[src/rtl/bhf_pkg.sv]
// Package for the buffer hash block: constants, the mix request struct and
// the per-byte update and final mix functions. No dependencies.
package bhf_pkg;

  localparam logic [31:0] FnvPrime  = 32'd16777619;
  localparam logic [31:0] FnvOffset = 32'd2166136261;

  // finished byte-stage hash handed to the mix stage
  typedef struct packed {
    logic [31:0] hash;
    logic        zero_only;
  } bhf_mix_req_t;

  // one fnv-1a byte step, modulo 2^32
  function automatic logic [31:0] fnv_step(input logic [31:0] h, input logic [7:0] b);
    logic [31:0] x;
    x = h ^ {24'd0, b};
    return x * FnvPrime;
  endfunction

  // arithmetic right shift, fill from bit 31
  function automatic logic [31:0] sra(input logic [31:0] x, input logic [4:0] n);
    return $unsigned($signed(x) >>> n);
  endfunction

  // final avalanche: add, xor, add, xor, add
  function automatic logic [31:0] final_mix(input logic [31:0] h_in);
    logic [31:0] h;
    h = h_in;
    h = h + (h << 13);
    h = h ^ sra(h, 5'd7);
    h = h + (h << 3);
    h = h ^ sra(h, 5'd17);
    h = h + (h << 5);
    return h;
  endfunction

endpackage

[src/rtl/bhf_accum.sv]
// Byte stage: running fnv-1a hash and all-zero flag, plus the register that
// holds a finished buffer hash for the mix stage. Depends on bhf_pkg.
module bhf_accum (
  input  logic                 clk_i,
  input  logic                 rst_ni,
  input  logic                 accept_i,
  input  logic [7:0]           data_byte_i,
  input  logic                 last_byte_i,
  input  logic                 mix_take_i,
  output logic                 mix_valid_o,
  output bhf_pkg::bhf_mix_req_t mix_req_o
);
  import bhf_pkg::*;

  logic [31:0]  hash_q, hash_d;
  logic         zero_q, zero_d;
  logic         mix_valid_q, mix_valid_d;
  bhf_mix_req_t mix_req_q, mix_req_d;
  logic [31:0]  step_hash;
  logic         step_zero;

  // per-beat update of the running state
  always_comb begin
    step_hash   = fnv_step(hash_q, data_byte_i);
    step_zero   = zero_q & (data_byte_i == 8'd0);
    hash_d      = hash_q;
    zero_d      = zero_q;
    mix_valid_d = mix_valid_q & ~mix_take_i;
    mix_req_d   = mix_req_q;
    if (accept_i) begin
      if (last_byte_i) begin
        hash_d      = FnvOffset;
        zero_d      = 1'b1;
        mix_valid_d = 1'b1;
        mix_req_d   = '{hash: step_hash, zero_only: step_zero};
      end else begin
        hash_d = step_hash;
        zero_d = step_zero;
      end
    end
  end

  // state registers
  always_ff @(posedge clk_i or negedge rst_ni) begin
    if (!rst_ni) begin
      hash_q      <= FnvOffset;
      zero_q      <= 1'b1;
      mix_valid_q <= 1'b0;
    end else begin
      hash_q      <= hash_d;
      zero_q      <= zero_d;
      mix_valid_q <= mix_valid_d;
    end
  end

  // payload of the finished hash
  always_ff @(posedge clk_i) begin
    mix_req_q <= mix_req_d;
  end

  assign mix_valid_o = mix_valid_q;
  assign mix_req_o   = mix_req_q;

endmodule

[src/rtl/bhf_mix.sv]
// Mix stage: applies the final avalanche to a finished buffer hash and holds
// the result in the output register. Depends on bhf_pkg.
module bhf_mix (
  input  logic                  clk_i,
  input  logic                  rst_ni,
  input  logic                  mix_valid_i,
  input  bhf_pkg::bhf_mix_req_t mix_req_i,
  output logic                  mix_take_o,
  input  logic                  stall_i,
  output logic                  valid_o,
  output logic [31:0]           hash_value_o
);
  import bhf_pkg::*;

  logic        valid_q;
  logic        load;
  logic [31:0] hash_q, hash_d;

  // output register is free when empty or being taken
  assign load       = ~valid_q | ~stall_i;
  assign mix_take_o = mix_valid_i & load;

  // final mix, forced to zero for an all-zero buffer
  always_comb begin
    hash_d = mix_req_i.zero_only ? 32'd0 : final_mix(mix_req_i.hash);
  end

  always_ff @(posedge clk_i or negedge rst_ni) begin
    if (!rst_ni) begin
      valid_q <= 1'b0;
    end else if (load) begin
      valid_q <= mix_valid_i;
    end
  end

  always_ff @(posedge clk_i) begin
    if (mix_take_o) begin
      hash_q <= hash_d;
    end
  end

  assign valid_o      = valid_q;
  assign hash_value_o = hash_q;

endmodule

[src/rtl/buffer_hash_fnv1a_mixed_top.sv]
// Buffer hash top level: byte stage and mix stage joined by a one-entry
// register. Depends on bhf_pkg, bhf_accum and bhf_mix.
//
// Usage:
//   Input channel (valid_i / stall_o) carries one byte per beat with
//   last_byte_i marking the final byte of a buffer. Output channel
//   (valid_o / stall_i) carries one 32-bit hash per buffer, 0 when every
//   byte of the buffer was zero.
//   Throughput: one byte per cycle while stall_o is low; the byte step is
//   one constant multiply in the byte stage register loop.
//   Path: the finished hash is written to the mix register at the edge that
//   takes the last byte and moves on into the output register once that
//   register is empty or being taken.
//   Reset: the running hash reloads the offset basis, the zero flag sets and
//   both pipeline registers empty. The running state reloads again after
//   every last byte.
//   Receiver stall: the output register holds its beat; a second finished
//   hash waits in the mix register, and only when both are full and the
//   receiver stalls is stall_o raised.
module buffer_hash_fnv1a_mixed_top (
  input  logic        clk_i,
  input  logic        rst_ni,
  input  logic        valid_i,
  output logic        stall_o,
  input  logic [7:0]  data_byte_i,
  input  logic        last_byte_i,
  output logic        valid_o,
  input  logic        stall_i,
  output logic [31:0] hash_value_o
);
  import bhf_pkg::*;

  logic         accept;
  logic         mix_valid;
  logic         mix_take;
  bhf_mix_req_t mix_req;

  // input beat taken unless the mix register is full and cannot drain
  assign stall_o = mix_valid & ~mix_take;
  assign accept  = valid_i & ~stall_o;

  bhf_accum u_accum (
    .clk_i       (clk_i),
    .rst_ni      (rst_ni),
    .accept_i    (accept),
    .data_byte_i (data_byte_i),
    .last_byte_i (last_byte_i),
    .mix_take_i  (mix_take),
    .mix_valid_o (mix_valid),
    .mix_req_o   (mix_req)
  );

  bhf_mix u_mix (
    .clk_i        (clk_i),
    .rst_ni       (rst_ni),
    .mix_valid_i  (mix_valid),
    .mix_req_i    (mix_req),
    .mix_take_o   (mix_take),
    .stall_i      (stall_i),
    .valid_o      (valid_o),
    .hash_value_o (hash_value_o)
  );

endmodule

[config.mk]
export PLATFORM = sky130hd
export DESIGN_NAME = buffer_hash_fnv1a_mixed_top
export DESIGN_NICKNAME = d
export VERILOG_FILES = /design/src/rtl/bhf_pkg.sv /design/src/rtl/bhf_accum.sv /design/src/rtl/bhf_mix.sv /design/src/rtl/buffer_hash_fnv1a_mixed_top.sv
export SDC_FILE = /design/constraint.sdc
export NUM_CORES = 1
export LEC_CHECK = 0
export BUFFER_PORTS_ARGS = -buffer_cell sky130_fd_sc_hd__buf_2
export CAP_MARGIN = 40
export CORE_UTILIZATION = 55
export CTS_CLUSTER_DIAMETER = 150
export DETAILED_ROUTE_END_ITERATION = 7
export GPL_TIMING_DRIVEN = 0
export MAX_ROUTING_LAYER = met4
export PLACE_DENSITY = 0.72
export SYNTH_ARGS = -nofsm -noshare
export SYNTH_HDL_FRONTEND = slang
export SYNTH_SLANG_ARGS = --single-unit
[constraint.sdc]
create_clock -name clk_i -period 11.2 [get_ports clk_i]
set_clock_uncertainty 0.1 [all_clocks]
set_input_delay 0.56 -clock clk_i [delete_from_list [all_inputs] [get_ports clk_i]]
set_output_delay 0.56 -clock clk_i [all_outputs]
set_load 0.005 [all_outputs]
# After elaboration in Yosys (flattened, before gate mapping)
# Index checks and enable logic that the tools add are counted.
# Widths: inputs -> output; s select.
# op_classes
n_bitwise	12
reduce_logical	2
add_sub_neg	3
mul	1
muxes	4
# op_table
op	count
$add 32x32->32	3
$xor 32x32->32	2
$mul 32x25->32 const B	1
$mux 32	1
$xor 32x8->32	1
$logic_not 8->1	1
$and 1x1->1	4
$not 1->1	4
$mux 1	3
$reduce_and 2->1	1
$or 1x1->1	1
# word_totals
input_bits	13
reg_bits	100
output_inout_bits	34

# Logic depth before layout (Yosys ltp)
# logic_depth
word_depth	8
depth_mapped	36
ltp_nobuf	36

# Hierarchy
# Synthesis repeated with hierarchy kept, for this count alone.
# unflattened
hier_cells	1417
hier_area_um2	13738.2
# by_module_without_submodules
module	seq_area_each_um2	cells_per_inst	area_per_inst_um2	n_inst
bhf_accum	1860.5	735	7952.6	1
bhf_mix	985.9	680	5763.0	1
buffer_hash_fnv1a_mixed_top	0.0	2	22.5	1

# Worst setup path after synthesis
# OpenSTA, ideal clock, no wires.
# synth_timing
path_kind	reg-to-reg
start	register u_accum.mix_req_q (netlist bit u_accum.mix_req_o[1])
end	register u_mix.hash_q[28] (netlist: u_mix.hash_value_o[28]), data pin
setup_time_ns	0.266
t_arrival_ns	7.204
n_path_buf	0
stages_incl_launch_ff	36
path_slack_ns	3.630
synth_period_minus_slack_ns	7.570
path_cell_list	edfxtp_1 -> ha_1 -> fa_1 -> a211oi_2 -> o21bai_1 -> a21oi_1 -> o21bai_1 -> a21oi_1 -> xnor2_1 -> xor2_1 -> ha_1 -> and2_1 -> o211a_1 -> a21oi_1 -> o31ai_2 -> a41oi_2 -> o21ai_1 -> a31o_2 -> a21oi_1 -> o211ai_1 -> a211o_1 -> a31oi_1 -> xor2_1 -> xnor2_1 -> ha_1 -> a21oi_1 -> nor3b_1 -> a21oi_1 -> nand2_1 -> a211o_1 -> nand3_1 -> a31o_2 -> a31o_2 -> a21boi_1 -> xor2_1 -> nor2_1
# synth_via
elab_chain_cells	5
# synth_rtl
item	line_no	source
start: declaration	bhf_accum.sv:18	bhf_mix_req_t mix_req_q, mix_req_d;
start signal: assignment	bhf_accum.sv:58	mix_req_q <= mix_req_d;
$add 32x32->32	bhf_pkg.sv:30	h = h + (h << 13);
$xor 32x32->32	bhf_pkg.sv:31	h = h ^ sra(h, 5'd7);
$add 32x32->32	bhf_pkg.sv:32	h = h + (h << 3);
$xor 32x32->32	bhf_pkg.sv:33	h = h ^ sra(h, 5'd17);
$add 32x32->32	bhf_pkg.sv:34	h = h + (h << 5);
end signal: assignment	bhf_mix.sv:38	hash_q <= hash_d;
end: declaration	bhf_mix.sv:17	logic [31:0] hash_q, hash_d;
# Every way passes these cells.
# A chain may end at the register's enable or synchronous reset.

# Final worst setup path
# layout_timing
start	register u_accum.mix_req_q (netlist bit u_accum.mix_req_o[14])
end	register u_mix.hash_q[30] (netlist: u_mix.hash_value_o[30]), data pin
# The elaborated chain is that of the path after synthesis.

==> reports/qor.csv <==
metric;value;unit
TNS Setup;0;ns
via density per instance;5.59;
fmax;0.113;GHz
status;finished clean;
Post-Syn Area;13700;sq um
max-cap viol count;0;
CORE AREA;24300;sq um
Max FO, Critical Path;5;
worst reg2reg setup slack;2.33;ns
first-pass GRT wire length;49600;um
synthesis-to-layout area growth;7.46;%
sequential fraction of the synthesis area;0.208;
Die H;160;um
Vias;10336;
die area;25500;sq um
RSZ-0062 raised after global routing;no;
Post-Route WL;30200;um
Clock Tree Root;clkbuf_16;
Final Cycle Share;0.792;
Final setup viols;0;
Slew Limit Fails;0;
largest net degree at the start of global routing;36;
HP Class;in2async;
cell mode on critical path;a21oi_1;
DRC;0;
worst reg2reg path endpoint;u_mix.hash_value_o[30];
DR pass1 iterations;5;
max_slew headroom;0.412;
Clk Latency, worst-skew pair;0.35;ns
H-Tree Depth;3;
initial antenna violation count;0;
Routed Antenna Nets;0;
nets;1863;
CTS buffer count;9;
crit path DAT;8.87;ns
Synth area leaders;ha_1 (23%), edfxtp_1 (14%), fa_1 (11%);
routability cong.;0.949;
gr usage total;0.252;
IO Count;47;
worst setup path class;reg2reg;
# diodes;0;
vias in the first global route;10263;
Post CTS Setup Buffer Count;0;
Most used DFF post-synth;edfxtp_1;
critical path's slowest cell;edfxtp_1;
GR Overflow Total;0;
I/O Buffers;45;
R2R cell count;34;
Synth top area share;0.231;
Min Clock Period, post-route;8.87;ns
critical path required time;11.20;ns
Setup crit start kind;flip-flop;
Worst setup startpoint;u_accum.mix_req_o[14];
Max Root-Sink Buffers;2;
family with the most delay on the worst path;compound AO/OA/AOI/OAI gates;
CTS tree;built;
number of synthesized flops with an enable pin;65;
DP HPWL;25700;um
cell taking the most area after synthesis;ha_1;
Async S/R FF share, synth;0.350;
cts hold-fix bufs;0;
DIE WIDTH;160;um
Post-Syn Area per Cell;9.40;sq um
post-DR wirelength/cell;16.4;um
Initial DRC Count;659;
Starting Density;0.562;
kind of end point of the critical path;flip-flop;
CP max stage delay;0.45;ns
syn_nets;1798;
Buf/Inv on CP;0;
Clk pin slew, worst setup/hold paths;0.07;ns
CTS sink cnt;100;
R2R Path Start;u_accum.mix_req_o[14];
Yosys cell types;87;
synthesized instance count;1455;
YS warnings;0;
post-CTS sizing;0;
fraction of layout cells with a size suffix above 1;0.0833;
Final Hold Viols;0;
row cnt;57;
Worst Max-Slew Pin Slew;0.880;ns
Synth Register Bits;100;
[Yosys cell counts, types with 4 or more instances]
cell type / count
inv_1: 286
nand4_1: 10
a21oi_1: 72
o21bai_1: 8
xnor2_1: 103
o211ai_1: 9
o21ai_0: 41
dfrtp_1: 20
xor2_1: 61
nand2b_1: 15
nor2_1: 67
o21a_1: 7
and3_1: 4
or3_1: 8
a31oi_1: 9
edfxtp_1: 65
a21boi_0: 8
a31o_2: 5
and2_1: 15
a211oi_1: 10
dfstp_2: 15
clkbuf_1: 13
o21ai_1: 10
o31ai_1: 5
nor3_1: 16
nor2b_1: 15
a22o_1: 14
a21o_1: 35
ha_1: 253
and4_1: 4
nand2_1: 59
nand3_1: 17
buf_2: 6
o22a_1: 12
fa_1: 77
nor4_1: 5
[metrics by stage]
stage | area [sq um] | setup WS, ns | hold WS [ns] | utilization | std cells
2_1_floorplan | 13700 | 3.63 | 0.164 | - | 1455
3_3_place_gp | 14300 | 2.54 | 0.348 | 0.588 | 1824
3_5_place_dp | 14400 | 2.46 | 0.358 | 0.592 | 1832
4_1_cts | 14700 | 2.43 | 0.208 | 0.604 | 1848
5_1_grt | 14700 | 1.74 | 0.256 | 0.604 | 1849
6_report | 14700 | 2.33 | 0.190 | 0.604 | 1849
[final cells by class]
class                   count  area, sq um
plain buffers              20         82.6
well taps                 324          405
repair buffers             54          323
flip-flops and latches    100         2850
inverters                 286         1070
fillers                  2069         9620
clock buffers              13          260
multi-input cells        1049         9690
clock inverters             3         21.3
[flip-flops by register name, summed over array words and instances (netlist names)]
register / flops
u_accum.mix_req_o: 33
u_accum.hash_q: 32
u_mix.hash_value_o: 32
u_accum.mix_valid_o: 1
u_accum.zero_q: 1
u_mix.valid_o: 1
[worst max path at each step]
stage / to / slack [ns] / depth (start not counted)
after floorplan: u_mix.hash_value_o[28] / 3.63 / 35
after global placement: u_mix.hash_value_o[28] / 2.54 / 35
after CTS: u_mix.hash_value_o[28] / 2.43 / 35
after detailed placement: u_mix.hash_value_o[28] / 2.46 / 35
final: u_mix.hash_value_o[30] / 2.33 / 34
after global routing: u_mix.hash_value_o[28] / 1.74 / 36
[layer usage]
metal  wire (um)  global-route usage  vias up
li1            -                   -     5070
met1       13200               0.301     4978
met2       14700               0.432      218
met3        1020              0.0294       70
met4        1260               0.105        0
met5           0                   -        -
[cell families (layout without fill, tap and decap cells)]
logic type	Yosys count	after routing	share of synthesized area
adder cells (fa/ha/maj)	334	334	0.347
buffers and inverters	306	376	0.0845
AO/OA/AOI/OAI	292	292	0.150
AND/OR/NAND/NOR	248	248	0.0916
XOR/XNOR	171	171	0.115
flip-flops	100	100	0.208
multiplexers	4	4	0.00320
[cells in the final DEF (no fill, tap or decap), drive strengths merged, types with 9 or more instances in the layout]
cell | netlist | final
buf | 7 | 61
a21oi | 75 | 75
and2 | 15 | 15
edfxtp | 65 | 65
fa | 77 | 77
o21ai | 53 | 53
a31oi | 9 | 9
a21o | 36 | 36
clkbuf | 13 | 26
o211ai | 10 | 10
dfstp | 15 | 15
nand2 | 60 | 60
inv | 286 | 286
nand2b | 15 | 15
xnor2 | 106 | 106
a22o | 14 | 14
a211oi | 14 | 14
nor2b | 15 | 15
nand4 | 10 | 10
nor3 | 17 | 17
o31ai | 9 | 9
o22a | 12 | 12
xor2 | 62 | 62
a21boi | 9 | 9
nand3 | 17 | 17
nor2 | 67 | 67
ha | 253 | 253
dfrtp | 20 | 20
Power is left out: the tool's default activity adds up to more than one toggle a clock period on the data nets, which glitch-free logic cannot reach.
